==> config.mk <==
export PLATFORM = sky130hd
export DESIGN_NAME = utf8_to_utf16le_transcoder_unit
export DESIGN_NICKNAME = d
export VERILOG_FILES = /design/src/sv/u8u16_pkg.sv /design/src/sv/utf8_to_utf16le_transcoder_unit.sv /design/src/sv/u8u16_decoder.sv /design/src/sv/u8u16_result_buffer.sv
export SDC_FILE = /design/constraint.sdc
export NUM_CORES = 1
export LEC_CHECK = 0
export BUFFER_PORTS_ARGS = -buffer_cell sky130_fd_sc_hd__buf_2
export CAP_MARGIN = 15
export CORE_ASPECT_RATIO = 0.75
export CORE_UTILIZATION = 35
export DETAILED_ROUTE_END_ITERATION = 8
export PLACE_DENSITY = 0.51
export SYNTH_ARGS = -nofsm -noshare
export SYNTH_HDL_FRONTEND = slang
export SYNTH_SLANG_ARGS = --single-unit
==> constraint.sdc <==
create_clock -name clock -period 7.2 [get_ports clock]
set_input_delay 0.72 -clock clock [delete_from_list [all_inputs] [get_ports clock]]
set_output_delay 0.72 -clock clock [all_outputs]
set_load 0.03 [all_outputs]
==> src/sv/u8u16_pkg.sv <==
// Package for the UTF-8 to UTF-16LE transcoder: types, byte-class constants
// and UTF-16 constants. No dependencies.
package u8u16_pkg;

   localparam int MAX_RESULTS = 4;

   localparam logic [15:0] CAP_RESET  = 16'hFFFF;
   localparam logic [15:0] REPL_UNIT  = 16'hFFFD;
   localparam logic [15:0] SURR_HIGH  = 16'hD800;
   localparam logic [15:0] SURR_LOW   = 16'hDC00;
   localparam logic [20:0] SUPP_BASE  = 21'h10000;

   // byte classes: (b & MASK) == TAG
   localparam logic [7:0] CONT_MASK  = 8'hC0;
   localparam logic [7:0] CONT_TAG   = 8'h80;
   localparam logic [7:0] LEAD2_MASK = 8'hE0;
   localparam logic [7:0] LEAD2_TAG  = 8'hC0;
   localparam logic [7:0] LEAD3_MASK = 8'hF0;
   localparam logic [7:0] LEAD3_TAG  = 8'hE0;
   localparam logic [7:0] LEAD4_MASK = 8'hF8;
   localparam logic [7:0] LEAD4_TAG  = 8'hF0;

   // open multi-byte sequence
   typedef struct packed {
      logic [7:0]  lead;   // zero when no sequence is open
      logic [1:0]  conts;
      logic [1:0]  need;
      logic [20:0] acc;
   } seq_type;

   // everything one input byte produces
   typedef struct packed {
      logic [MAX_RESULTS-1:0][15:0] units;
      logic [2:0]                   n_units;
      logic                         has_end;
      logic [15:0]                  end_total;
      logic                         end_ovf;
   } result_set_type;

endpackage

==> src/sv/utf8_to_utf16le_transcoder_unit.sv <==
// Top level of the UTF-8 to UTF-16LE transcoder: input register, string state,
// decoder and result buffer. Depends on u8u16_pkg, u8u16_decoder, u8u16_result_buffer.
// req: one UTF-8 byte per transfer; a zero byte closes the string.
// rsp: one UTF-16 code unit or one end item per transfer. tuser[0] marks a unit,
//   tuser[1] the end item; tlast marks the last result caused by one byte. The end
//   item carries the output byte total, or zero with the overflow bit set when the
//   string ran past the capacity.
// csr: csr_wr_en writes csr_wr_data into the output capacity (bytes); write it
//   only while no string bytes are in flight.
// Path: a byte accepted into the input register is decoded into the result register
//   once that register can load; its first result then transfers from there.
// Throughput: one byte per cycle while each byte gives at most one result and
//   rsp_tready is high. A byte with n results (broken sequence, surrogate pair) holds
//   the result register for n rsp transfers; a byte with no result leaves it empty.
// Reset: synchronous; clears the open sequence, byte count and overflow flag and
//   sets the capacity to 65535. The string state also clears when a zero byte moves
//   into the result register; the capacity keeps its value.
// Stall: while rsp_tready is low the result register holds, the input register
//   takes a byte if it is empty, then req_tready drops.
module utf8_to_utf16le_transcoder_unit (
   input  logic        clock,
   input  logic        reset,
   // req_tdata: [7:0] data_byte
   input  logic        req_tvalid,
   output logic        req_tready,
   input  logic [7:0]  req_tdata,
   // rsp_tdata: [15:0] code_unit, [31:16] total_bytes, [32] overflow, [39:33] zero
   output logic        rsp_tvalid,
   input  logic        rsp_tready,
   output logic [39:0] rsp_tdata,
   // rsp_tuser: [0] unit_valid, [1] end_of_string
   output logic [1:0]  rsp_tuser,
   output logic        rsp_tlast,
   input  logic        csr_wr_en,
   input  logic [15:0] csr_wr_data
);

   // input register
   logic       in_valid_ff, in_valid_in;
   logic [7:0] in_byte_ff;

   // string state, committed when a byte moves into the result register
   u8u16_pkg::seq_type seq_ff, seq_in;
   logic [15:0]        count_ff, count_in;
   logic               ovf_ff, ovf_in;
   logic [15:0]        cap_ff;

   u8u16_pkg::result_set_type dec_set;
   logic load_ready;
   logic commit;
   logic req_xfer;

   assign commit     = in_valid_ff && load_ready;
   assign req_tready = !in_valid_ff || commit;
   assign req_xfer   = req_tvalid && req_tready;

   always_comb begin
      in_valid_in = in_valid_ff;
      if (req_xfer) begin
         in_valid_in = 1'b1;
      end else if (commit) begin
         in_valid_in = 1'b0;
      end
   end

   u8u16_decoder u_decoder (
      .data_byte       (in_byte_ff),
      .seq             (seq_ff),
      .byte_count      (count_ff),
      .overflowed      (ovf_ff),
      .capacity        (cap_ff),
      .seq_next        (seq_in),
      .byte_count_next (count_in),
      .overflowed_next (ovf_in),
      .results         (dec_set)
   );

   u8u16_result_buffer u_result_buffer (
      .clock      (clock),
      .reset      (reset),
      .load_valid (in_valid_ff),
      .load_set   (dec_set),
      .load_ready (load_ready),
      .rsp_tvalid (rsp_tvalid),
      .rsp_tready (rsp_tready),
      .rsp_tdata  (rsp_tdata),
      .rsp_tuser  (rsp_tuser),
      .rsp_tlast  (rsp_tlast)
   );

   always_ff @(posedge clock) begin
      if (reset) begin
         in_valid_ff <= 1'b0;
         seq_ff      <= '0;
         count_ff    <= 16'd0;
         ovf_ff      <= 1'b0;
         cap_ff      <= u8u16_pkg::CAP_RESET;
      end else begin
         in_valid_ff <= in_valid_in;
         if (commit) begin
            seq_ff   <= seq_in;
            count_ff <= count_in;
            ovf_ff   <= ovf_in;
         end
         if (csr_wr_en) begin
            cap_ff <= csr_wr_data;
         end
      end
   end

   // payload only, no reset
   always_ff @(posedge clock) begin
      if (req_xfer) begin
         in_byte_ff <= req_tdata;
      end
   end

   // output bytes come in whole units, so the count stays even
   a_count_even: assert property (@(posedge clock) disable iff (reset)
      count_ff[0] == 1'b0)
      else $error("odd output byte count");

   // a zero byte closes the string and clears its state
   a_end_clears: assert property (@(posedge clock) disable iff (reset)
      commit && (in_byte_ff == 8'd0) |=> (count_ff == 16'd0) && !ovf_ff && (seq_ff.lead == 8'd0))
      else $error("string state not cleared after end of string");

   // the end item is always the last result of its byte
   a_end_last: assert property (@(posedge clock) disable iff (reset)
      rsp_tvalid && rsp_tuser[1] |-> rsp_tlast)
      else $error("end item not last of run");

   // the overflow bit only appears on an end item
   a_ovf_on_end: assert property (@(posedge clock) disable iff (reset)
      rsp_tvalid && rsp_tdata[32] |-> rsp_tuser[1] && (rsp_tdata[31:16] == 16'd0))
      else $error("overflow flag outside end item");

   // an empty input register always takes a byte
   a_ready_empty: assert property (@(posedge clock) disable iff (reset)
      !in_valid_ff |-> req_tready)
      else $error("input register empty but not ready");

endmodule

==> src/sv/u8u16_decoder.sv <==
// Combinational decode of one UTF-8 byte against the open-sequence state.
// Produces the result set and the next state. Depends on u8u16_pkg.
module u8u16_decoder (
   input  logic [7:0]                  data_byte,
   input  u8u16_pkg::seq_type          seq,
   input  logic [15:0]                 byte_count,
   input  logic                        overflowed,
   input  logic [15:0]                 capacity,
   output u8u16_pkg::seq_type          seq_next,
   output logic [15:0]                 byte_count_next,
   output logic                        overflowed_next,
   output u8u16_pkg::result_set_type   results
);

   logic        is_open;
   logic        is_cont;
   logic [20:0] acc_cat;
   logic [1:0]  conts_inc;
   logic        seq_done;
   logic        cp_big;
   logic [20:0] cp_off;
   logic        fit_cp;
   logic [3:0]  fit;
   logic [2:0]  e_broken;
   logic [2:0]  e_total;
   logic        fresh_emit;
   logic [15:0] fresh_unit;
   logic [2:0]  n_fit;
   logic        ovf_mid;
   logic [15:0] count_mid;

   assign is_open   = (seq.lead != 8'd0);
   assign is_cont   = ((data_byte & u8u16_pkg::CONT_MASK) == u8u16_pkg::CONT_TAG);
   assign acc_cat   = {seq.acc[14:0], data_byte[5:0]};
   assign conts_inc = seq.conts + 2'd1;
   assign seq_done  = (conts_inc >= seq.need);
   assign cp_big    = |acc_cat[20:16];
   assign cp_off    = acc_cat - u8u16_pkg::SUPP_BASE;
   assign fit_cp    = ({1'b0, byte_count} + (cp_big ? 17'd4 : 17'd2)) <= {1'b0, capacity};

   // every unit on the broken / fresh path costs two bytes
   always_comb begin
      for (int j = 0; j < 4; j++) begin
         fit[j] = ({1'b0, byte_count} + 17'(2 * (j + 1))) <= {1'b0, capacity};
      end
   end

   assign e_broken = is_open ? (3'd1 + {1'b0, seq.conts}) : 3'd0;

   always_comb begin
      fresh_emit = 1'b0;
      fresh_unit = u8u16_pkg::REPL_UNIT;
      if (data_byte == 8'd0) begin
         fresh_emit = 1'b0;
      end else if (data_byte[7] == 1'b0) begin
         fresh_emit = 1'b1;
         fresh_unit = {8'd0, data_byte};
      end else if (((data_byte & u8u16_pkg::LEAD2_MASK) == u8u16_pkg::LEAD2_TAG) ||
                   ((data_byte & u8u16_pkg::LEAD3_MASK) == u8u16_pkg::LEAD3_TAG) ||
                   ((data_byte & u8u16_pkg::LEAD4_MASK) == u8u16_pkg::LEAD4_TAG)) begin
         fresh_emit = 1'b0;
      end else begin
         fresh_emit = 1'b1;
      end
   end

   assign e_total = e_broken + {2'd0, fresh_emit};

   always_comb begin
      n_fit = 3'd0;
      for (int j = 0; j < 4; j++) begin
         if ((3'(j) < e_total) && fit[j] && !overflowed) begin
            n_fit = n_fit + 3'd1;
         end
      end
   end

   assign ovf_mid   = overflowed || (n_fit < e_total);
   assign count_mid = byte_count + {12'd0, n_fit, 1'b0};

   always_comb begin
      seq_next        = '0;
      byte_count_next = byte_count;
      overflowed_next = overflowed;
      results         = '0;
      if (is_open && is_cont) begin
         // continuation byte of an open sequence
         if (seq_done) begin
            if (!overflowed && fit_cp) begin
               byte_count_next = byte_count + (cp_big ? 16'd4 : 16'd2);
               if (cp_big) begin
                  results.units[0] = u8u16_pkg::SURR_HIGH | {5'd0, cp_off[20:10]};
                  results.units[1] = u8u16_pkg::SURR_LOW | {6'd0, cp_off[9:0]};
                  results.n_units  = 3'd2;
               end else begin
                  results.units[0] = acc_cat[15:0];
                  results.n_units  = 3'd1;
               end
            end else begin
               overflowed_next = 1'b1;
            end
         end else begin
            seq_next.lead  = seq.lead;
            seq_next.conts = conts_inc;
            seq_next.need  = seq.need;
            seq_next.acc   = acc_cat;
         end
      end else begin
         // replacements for a broken sequence, then the byte itself
         for (int j = 0; j < u8u16_pkg::MAX_RESULTS; j++) begin
            results.units[j] = (3'(j) < e_broken) ? u8u16_pkg::REPL_UNIT : fresh_unit;
         end
         results.n_units = n_fit;
         byte_count_next = count_mid;
         overflowed_next = ovf_mid;
         if (data_byte == 8'd0) begin
            results.has_end   = 1'b1;
            results.end_total = ovf_mid ? 16'd0 : count_mid;
            results.end_ovf   = ovf_mid;
            byte_count_next   = 16'd0;
            overflowed_next   = 1'b0;
         end else if ((data_byte & u8u16_pkg::LEAD2_MASK) == u8u16_pkg::LEAD2_TAG) begin
            seq_next.lead = data_byte;
            seq_next.need = 2'd1;
            seq_next.acc  = {16'd0, data_byte[4:0]};
         end else if ((data_byte & u8u16_pkg::LEAD3_MASK) == u8u16_pkg::LEAD3_TAG) begin
            seq_next.lead = data_byte;
            seq_next.need = 2'd2;
            seq_next.acc  = {17'd0, data_byte[3:0]};
         end else if ((data_byte & u8u16_pkg::LEAD4_MASK) == u8u16_pkg::LEAD4_TAG) begin
            seq_next.lead = data_byte;
            seq_next.need = 2'd3;
            seq_next.acc  = {18'd0, data_byte[2:0]};
         end
      end
   end

endmodule

==> src/sv/u8u16_result_buffer.sv <==
// Result register: holds the result set of one byte and hands it out one
// transfer at a time on the rsp channel. Depends on u8u16_pkg.
module u8u16_result_buffer (
   input  logic                        clock,
   input  logic                        reset,
   input  logic                        load_valid,
   input  u8u16_pkg::result_set_type   load_set,
   output logic                        load_ready,
   output logic                        rsp_tvalid,
   input  logic                        rsp_tready,
   output logic [39:0]                 rsp_tdata,
   output logic [1:0]                  rsp_tuser,
   output logic                        rsp_tlast
);

   u8u16_pkg::result_set_type set_ff;
   logic [2:0] rem_ff, rem_in;
   logic [1:0] idx_ff, idx_in;
   logic       is_end;
   logic       xfer;
   logic       load;

   assign rsp_tvalid = (rem_ff != 3'd0);
   assign xfer       = rsp_tvalid && rsp_tready;
   assign load_ready = (rem_ff == 3'd0) || ((rem_ff == 3'd1) && rsp_tready);
   assign load       = load_valid && load_ready;

   // the end item, when present, is always the last of the set
   assign is_end    = set_ff.has_end && (rem_ff == 3'd1);
   assign rsp_tlast = (rem_ff == 3'd1);
   assign rsp_tuser = {is_end, !is_end};
   assign rsp_tdata = {7'd0,
                       is_end && set_ff.end_ovf,
                       is_end ? set_ff.end_total : 16'd0,
                       is_end ? 16'd0 : set_ff.units[idx_ff]};

   always_comb begin
      rem_in = rem_ff;
      idx_in = idx_ff;
      if (load) begin
         rem_in = load_set.n_units + {2'd0, load_set.has_end};
         idx_in = 2'd0;
      end else if (xfer) begin
         rem_in = rem_ff - 3'd1;
         idx_in = idx_ff + 2'd1;
      end
   end

   always_ff @(posedge clock) begin
      if (reset) begin
         rem_ff <= 3'd0;
         idx_ff <= 2'd0;
      end else begin
         rem_ff <= rem_in;
         idx_ff <= idx_in;
      end
   end

   always_ff @(posedge clock) begin
      if (load) begin
         set_ff <= load_set;
      end
   end

endmodule

# Yosys cells after proc, flatten, opt, wreduce, memory -nomap -nowiden
# Index checks and enable logic that the tools add are counted.
[classes]
n_addsub = 17
multipliers = 0
n_div = 0
magnitude_cmp = 16
n_eq_ne = 8
shifts = 0
mux = 52
bitwise = 1
reduce_logical = 39
[op_table]
columns = ["cell", "count"]
rows = [
  ["16-bit two-way mux", 15],
  ["23-bit two-way mux", 5],
  ["35-bit two-way mux", 3],
  ["17-bit by 16-bit <= comparator with 1-bit output", 5],
  ["8-bit two-way mux", 5],
  ["18-bit two-way mux", 2],
  ["16-bit by 3-bit adder with 17-bit output (second input constant)", 2],
  ["33-bit two-way mux", 1],
  ["16-bit binary-select mux with 2-bit select", 1],
  ["3-bit two-way mux", 8],
  ["21-bit by 17-bit subtractor with 21-bit output (second input constant)", 1],
  ["19-bit two-way mux", 1],
  ["16-bit by 17-bit adder with 17-bit output", 1],
  ["16-bit by 2-bit adder with 17-bit output (second input constant)", 1],
  ["16-bit by 4-bit adder with 17-bit output (second input constant)", 1],
  ["16-bit adder", 1],
  ["16-bit by 4-bit adder with 16-bit output", 1],
  ["1-bit logical AND", 16],
  ["1-bit by 3-bit < comparator with 1-bit output (first input constant)", 4],
  ["2-bit by 3-bit < comparator with 1-bit output (first input constant)", 4],
  ["1-bit two-way mux", 10],
  ["8-bit zero test", 1],
  ["8-bit nonzero test", 1],
  ["2-bit OR reduction", 4],
  ["other kinds (27)", 39],
]
[totals]
regBits = 156
latchBits = 0
ramBits = 0
rom_bits = 0
in_bits = 29
output_inout_bits = 45
word_cells = 153
n_memories = 0

# Depth between registers and ports, before layout
# Gate-level depths: netlist of the first run.
[logic_depth]
word_depth = 24
mapped_depth = 31
depth_no_buf = 30

# Cells and area by module
# A second synthesis of the first run with hierarchy kept.
[hier_totals]
cells_unflattened = 1250
area_unflattened_um2 = 12201.7
[modules_own_cells]
columns = ["module", "instances", "cells_per_inst", "area_each_um2", "seq_area_each_um2"]
rows = [
  ["u8u16_decoder", 1, 762, 5370.2, 0.0],
  ["u8u16_result_buffer", 1, 195, 3601.0, 2562.5],
  ["utf8_to_utf16le_transcoder_unit", 1, 293, 3230.6, 1581.5],
]

# Least setup slack after synthesis of the first run
# No wires, ideal clock.
[synth_path]
path_type = "reg2reg"
start = "register count_ff[3]"
end = "register count_ff[10]"
setup_ps = 70
arrival_time_ps = 5971
required_ps = 7130
slack_ps = 1158
stages_incl_launch_ff = 29
path_buffers = 1
period_less_slack_ps = 6042
cell_sequence = "dfxtp_1 -> ha_1 -> clkbuf_1 -> nand3_1 -> nor3_1 -> nand2_1 -> xnor2_1 -> ha_1 -> and4_1 -> nand4_1 -> or4_1 -> a21oi_1 -> o211ai_1 -> a31oi_1 -> ha_1 -> or3_1 -> o211ai_2 -> ha_1 -> mux2i_1 -> inv_1 -> ha_1 -> a21o_1 -> a21oi_1 -> nor2_1 -> nand2_1 -> a211oi_1 -> a221oi_1 -> nand2_1 -> a21oi_1"
[synth_between]
elab_chain_cells = 14
elab_cells_between_ends = 34
cone_classes = "add/sub: 10; order compare: 5; eq/ne: 1; mux: 8; reduce/logical: 10"
[synth_lines]
columns = ["element", "line_no", "rtl"]
rows = [
  ["start, declared", "utf8_to_utf16le_transcoder_unit.sv:44", "logic [15:0] count_ff, count_in;"],
  ["start signal, assigned", "utf8_to_utf16le_transcoder_unit.sv:102", "count_ff <= count_in;"],
  ["16-bit by 2-bit adder with 17-bit output", "u8u16_decoder.sv:44", "fit[j] = ({1'b0, byte_count} + 17'(2 * (j + 1))) <= {1'b0, capacity};"],
  ["17-bit by 16-bit <= comparator with 1-bit output", "u8u16_decoder.sv:44", ""],
  ["1-bit logical AND (2 in a row)", "u8u16_decoder.sv:72", "if ((3'(j) < e_total) && fit[j] && !overflowed) begin"],
  ["1-bit two-way mux", "u8u16_decoder.sv:72", ""],
  ["1-bit by 1-bit adder with 2-bit output", "u8u16_decoder.sv:73", "n_fit = n_fit + 3'd1;"],
  ["3-bit two-way mux", "u8u16_decoder.sv:72", ""],
  ["3-bit by 1-bit adder with 3-bit output", "u8u16_decoder.sv:73", ""],
  ["3-bit two-way mux", "u8u16_decoder.sv:72", ""],
  ["3-bit by 1-bit adder with 3-bit output", "u8u16_decoder.sv:73", ""],
  ["3-bit two-way mux", "u8u16_decoder.sv:72", ""],
  ["16-bit by 4-bit adder with 16-bit output", "u8u16_decoder.sv:79", "assign count_mid = byte_count + {12'd0, n_fit, 1'b0};"],
  ["16-bit two-way mux", "u8u16_decoder.sv:116", "if (data_byte == 8'd0) begin"],
  ["16-bit two-way mux", "u8u16_decoder.sv:86", "if (is_open && is_cont) begin"],
]
# Parallel ways exist; a longest one is shown, timed or not. The select of a mux whose other input is x is not followed.
# A chain may end at the register's enable or synchronous reset.

# Worst setup path in the final report of the first run
[layout_path]
start = "register count_ff[7]"
end = "register count_ff[13]"
# The elaborated chain is that of the path after synthesis.

==> results of run 1 <==
-- through the flow --
step	util [%]	instance area (um2)
2_1_floorplan	-	9540
3_3_place_gp	38.8	10200
3_5_place_dp	38.8	10200
4_1_cts	41.1	10800
5_1_grt	41.2	10800
6_report	41.2	10800
-- synthesized netlist by cell type (8+ instances only) --
cell type	count	area [um2]
nor2_1	135	507
nand2_1	106	398
ha_1	100	1250
edfxtp_1	69	2070
a21oi_1	68	340
dfxtp_1	65	1300
xnor2_1	55	482
clkbuf_1	47	176
inv_1	43	161
o21ai_0	38	190
xor2_1	27	236
nor3_1	23	115
and3_1	22	138
nand3_1	20	100
o211ai_1	18	135
a21o_1	16	120
nand2b_1	16	100
nor2b_1	15	93.8
a22o_1	13	114
nand4_1	13	81.3
a211oi_1	11	82.6
mux2i_1	10	100
buf_1	9	33.8
buf_4	9	67.6
or3_1	9	56.3
o21a_1	8	60.1
-- power groups by stage --
stage	clock network [mW]	logic [mW]	registers, mW
detailed placement	0	1.18	1.02
global route	0.961	1.31	1.02
CTS	0.927	1.19	1.01
floorplan	0	0.840	1.01
global placement	0	1.18	1.02
finish	0.909	1.19	1.01
-- final cells by class --
cell class	count	share of cell area, %
inverters	46	1.59
well taps	344	3.97
multi-input cells	835	52.8
repair buffers	93	4.94
flip-flops and latches	134	31.1
clock buffers	17	3.92
clock inverters	15	1.64
-- registers in the layout, summed over array words and instances (netlist names) --
name / count
u_result_buffer.set_ff: 61
u_result_buffer.rem_ff: 3
in_valid_ff: 1
ovf_ff: 1
seq_ff: 27
cap_ff: 16
u_result_buffer.idx_ff: 2
in_byte_ff: 8
count_ff: 15
-- kinds of logic after synthesis --
logic type | count (synthesis)
simple gates | 387
compound gates | 238
flops | 134
buf+inv | 113
fa+ha+maj | 102
xor+xnor | 82
mux | 18
other cells | 1
-- critical path, delay by kind of cell (launching register included) --
family,cells,cell delay [ns]
and+or+nand+nor,12,3.16
AOI/OAI and AO/OA,7,1.26
adders and majority gates,4,1.12
DFF,1,0.57
xor gates and xnor gates,3,0.44
-- repair_timing --
action                     CTS  global route
setup buffers                0             0
setup endpoints to repair    0             6
gates resized for setup      0             4
-- final timing paths --
check	startpoint	to	slack (ns)
worst min register to register	seq_ff[22]	seq_ff[22]	0.46
worst min-delay path	seq_ff[22]	seq_ff[22]	0.46
worst max register to register	count_ff[7]	count_ff[13]	0.56
worst max-delay path	count_ff[7]	count_ff[13]	0.56
-- per-layer routing --
metal / up-vias / GRT usage, % / share of wire [%]
met5: - / 0 / 0
met4: 0 / 4.93 / 0.87
met3: 19 / 3.86 / 6.2
met2: 223 / 29.1 / 40
met1: 3817 / 33.5 / 53
li1: 3953 / - / -
==> flow_summary.json, run 1 <==
{
  "synth_fa_ha_area_share_pct": 13.6,
  "hold_viol_final": 0,
  "route.vias.total": 8012,
  "post_route_cells_drive_above_1_share_pct": 13.3,
  "clkLatencyLatePin_ns": 0.43,
  "violations": "design-rule violations",
  "cts.clk_slew.worst_paths_ns": 0.06,
  "cap_violations": 0,
  "synth_xor_xnor_area_share_pct": 7.55,
  "cts-root-buf": "clkbuf_16",
  "fp.dieW_um": 192,
  "netlist_area_um2": 9520,
  "ys_ff_latch": 134,
  "clockBufferDepth": 2,
  "cp_data_required_time_ns": 7.56,
  "power.switching_fraction_pct": 39.2,
  "cts_tree": "yes",
  "maxSlewHeadroom_pct": 28.9,
  "rows": 51,
  "grt_pass1_vias": 7375,
  "internal-power_mw": 1.89,
  "critPathKind": "flop to flop",
  "drv_slew": 0,
  "powerDensity_nw_per_um2": 286,
  "routed_wl_um": 28600,
  "slowest_delay_ns": 0.58,
  "start_util_pct": 36.1,
  "drt-initial-drc-count": 855,
  "finalSetupViolCount": 0,
  "ys.flop_type": "edfxtp_1",
  "synth-seq-area-share_pct": 35.4,
  "seq_area_um2": 3370,
  "place_congestion": 0.885,
  "synth_edf_count": 69,
  "ys_types": 68,
  "wl_per_cell_um": 19.3,
  "critPathSlowestCell": "or4_1",
  "coreArea_um2": 26400,
  "layout_commonest_cell": "nor2_1",
  "antenna_found_initial": 0,
  "synth_simple_gate_area_share_pct": 18.8,
  "post-route-period-util_pct": 92.3,
  "nets": 1258,
  "hpwl_um": 21600,
  "io_buffers": 65,
  "die_h_um": 145,
  "final.setup.tns_ns": 0,
  "avgSynthCellArea_um2": 8.85,
  "cts_buffers": 17,
  "cts_sinks": 134,
  "fillCellCount": 2611,
  "critical_path.endpoint_type": "flop",
  "crit_arrival_ns": 7.00,
  "dp.cells": 1452,
  "p_clk_share_pct": 29.3,
  "synthCells": 1075,
  "ir_drop_uv": 198,
  "grt_max_degree": 76,
  "yosys_warnings": 0,
  "period_needed_ns": 6.64,
  "skew_ns": 0.0140,
  "ys_async_sr_fraction_pct": 0,
  "viasPerCell": 5.40,
  "hp-class": "flop to flop",
  "outcome": "finished, violations left",
  "synth_top_family_by_area": "simple AND/OR/NAND/NOR gates",
  "antenna_left": 0,
  "p_leak_nw": 4.66,
  "grt_pass1_wl_um": 44000,
  "multi_input_area_um2": 5730,
  "synth.area.mux_share_pct": 2.83,
  "final_cell_mix": "134 x nor2_1, 106 x nand2_1, 100 x ha_1",
  "start_kind": "flop",
  "first_pass_iters": 7,
  "num_antenna_cells": 0,
  "crit_top_cell": "ha_1",
  "crit_fanout": 10,
  "place_ws_ns": 0.529,
  "drc_errors": 11,
  "cts_hold_buf": 0,
  "worst_pin_slew_ns": 1.07,
  "comb_power_share_pct": 38.2,
  "synth_compound_area_share_pct": 16.9,
  "fp.dieArea_um2": 27900,
  "hold_path_depth": 2,
  "grt-ovfl-total": 0,
  "ios": 74,
  "final_cells": 1484,
  "track_usage_pct": 21.3,
  "area_delta_synth_final_pct": 14.0,
  "r2r_cells": 26,
  "clock.fmax_mhz": 151,
  "power.total_mw": 3.10,
  "p_sw_mw": 1.22,
  "fin_ws_ns": 0.556,
  "power.share.sequential_pct": 32.5,
  "htreeDepth": 4,
  "holdWs_ns": 0.460,
  "rsz0062_at_grt": "no"
}
Power figures use the tool's default switching activity.
==> inputs of run 2 (changes only) <==
- BUFFER_PORTS_ARGS: -buffer_cell sky130_fd_sc_hd__buf_2 -> -buffer_cell sky130_fd_sc_hd__clkbuf_2
==> run 2 against run 1 <==
  * The flow still finishes with violations (design-rule violations)
  * Cell count about the same
  * Utilization up 0.24 points
  * Non-clock buffer count up 1
  * Sequential cell count unchanged
  * Clock skew down 0.0036 ns
  * Cell area up 0.58%
  * Sequential power about the same
  * Global-route usage up 0.14 points
  * Critical path depth unchanged
  * Maximum frequency down 3.0%
  * Total power up 2.0%
  * Register-to-register slack worse by 0.20 ns
  * Highest routed layer unchanged
==> flow_summary.json, run 2 (synthesis results as in run 1) <==
{
  "p_clk_share_pct": 30.6,
  "path_delay_family": "simple AND/OR/NAND/NOR gates",
  "post-route-period-util_pct": 95.1,
  "r2r-start": "count_ff[6]",
  "critPathSlowestCell": "or4_1",
  "final_cells": 1485,
  "place_congestion": 0.903,
  "fin_ws_ns": 0.352,
  "period_needed_ns": 6.85,
  "fin_util_pct": 41.4,
  "cap_violations": 0,
  "clkLatencyLatePin_ns": 0.44,
  "largest_reg_flops": 61,
  "p_sw_mw": 1.21,
  "dp.cells": 1453,
  "hpwl_um": 22000,
  "worst_pin_slew_ns": 1.17,
  "drc_errors": 10,
  "crit_top_cell": "ha_1",
  "p_leak_nw": 4.68,
  "coreArea_um2": 26400,
  "drv_slew": 0,
  "rsz0062_at_grt": "no",
  "first_pass_iters": 7,
  "ir_drop_uv": 181,
  "finalSetupViolCount": 0,
  "cts_hold_buf": 0,
  "place_ws_ns": 0.561,
  "slowest_delay_ns": 0.60,
  "rows": 51,
  "io_buffers": 65,
  "nets": 1259,
  "num_antenna_cells": 0,
  "cp_num_buf_inv": 0,
  "largestRegisters": "u_result_buffer.set_ff: 61 flops, seq_ff: 27 flops, cap_ff: 16 flops",
  "post_route_cells_drive_above_1_share_pct": 13.3,
  "die_h_um": 145,
  "track_usage_pct": 21.4,
  "cts_setup_buffers": 0,
  "final_cell_mix": "134 x nor2_1, 106 x nand2_1, 100 x ha_1",
  "power.switching_fraction_pct": 38.2,
  "hp-class": "primary input to flop",
  "final_area_um2": 10900,
  "internal-power_mw": 1.96,
  "cts-root-buf": "clkbuf_16",
  "route.vias.total": 8036,
  "routed_wl_um": 29000,
  "grt_max_degree": 76,
  "final.setup.tns_ns": 0,
  "cts_sinks": 134,
  "cts_tree": "yes",
  "skew_ns": 0.0104,
  "crit_fanout": 10,
  "fp.dieW_um": 192,
  "critical_path.endpoint_type": "flop",
  "grt-ovfl-total": 0,
  "start_kind": "flop",
  "maxSlewHeadroom_pct": 21.7,
  "holdWs_ns": 0.461,
  "ctsResizeCount": 0,
  "outcome": "finished, violations left",
  "area_delta_synth_final_pct": 14.6,
  "power.share.sequential_pct": 32.4,
  "crit_arrival_ns": 7.22,
  "hold_viol_final": 0,
  "powerDensity_nw_per_um2": 290,
  "clock.fmax_mhz": 146,
  "fp.dieArea_um2": 27900,
  "dpl_cell_area_um2": 10200,
  "top_register": "u_result_buffer.set_ff",
  "clockBufferDepth": 2,
  "drt-initial-drc-count": 833,
  "viasPerCell": 5.41,
  "cp_data_required_time_ns": 7.57,
  "cts.clk_slew.worst_paths_ns": 0.06,
  "critPathKind": "flop to flop",
  "grt_pass1_wl_um": 44000,
  "layout_commonest_cell": "nor2_1",
  "antenna_left": 0,
  "htreeDepth": 4,
  "antenna_found_initial": 0,
  "grt_pass1_vias": 7254,
  "violations": "design-rule violations",
  "power.total_mw": 3.17,
  "wl_per_cell_um": 19.5,
  "ios": 74,
  "comb_power_share_pct": 37.0,
  "crit_start": "count_ff[6]",
  "start_util_pct": 36.1,
  "worstHoldStart": "req_tdata[5]",
  "cts_buffers": 17
}
-- run 2: metal layers --
metal / GRT usage, % / part of all wire, %
met1: 34.3 / 53
met5: 0 / 0
met3: 4.51 / 6.9
met2: 28.5 / 39
met4: 3.98 / 0.66
-- run 2: worst paths after layout --
check                  endpoint  slack, ns  depth (start not counted)
hold reg to reg      seq_ff[22]       0.46                          2
hold / removal    in_byte_ff[5]       0.46                          1
setup / recovery   count_ff[15]       0.35                         26
setup reg to reg   count_ff[15]       0.35                         26
-- run 2: power groups by stage --
stage               registers [mW]  clock network, mW  logic [mW]
CTS                           1.02              0.986        1.17
floorplan                     1.01                  0       0.840
global placement              1.04                  0        1.16
global route                  1.04               1.02        1.29
finish                        1.02              0.968        1.17
detailed placement            1.04                  0        1.16
-- run 2: layout make-up --
| cell class | instances | area (um2) |
|---|---|---|
| clock buffer | 23 | 520 |
| clock inverter | 9 | 136 |
| fill | 2645 | 15400 |
| inverter | 46 | 173 |
| multi-input combinational | 835 | 5740 |
| sequential | 134 | 3370 |
| tap | 344 | 430 |
| timing repair buffer | 94 | 543 |
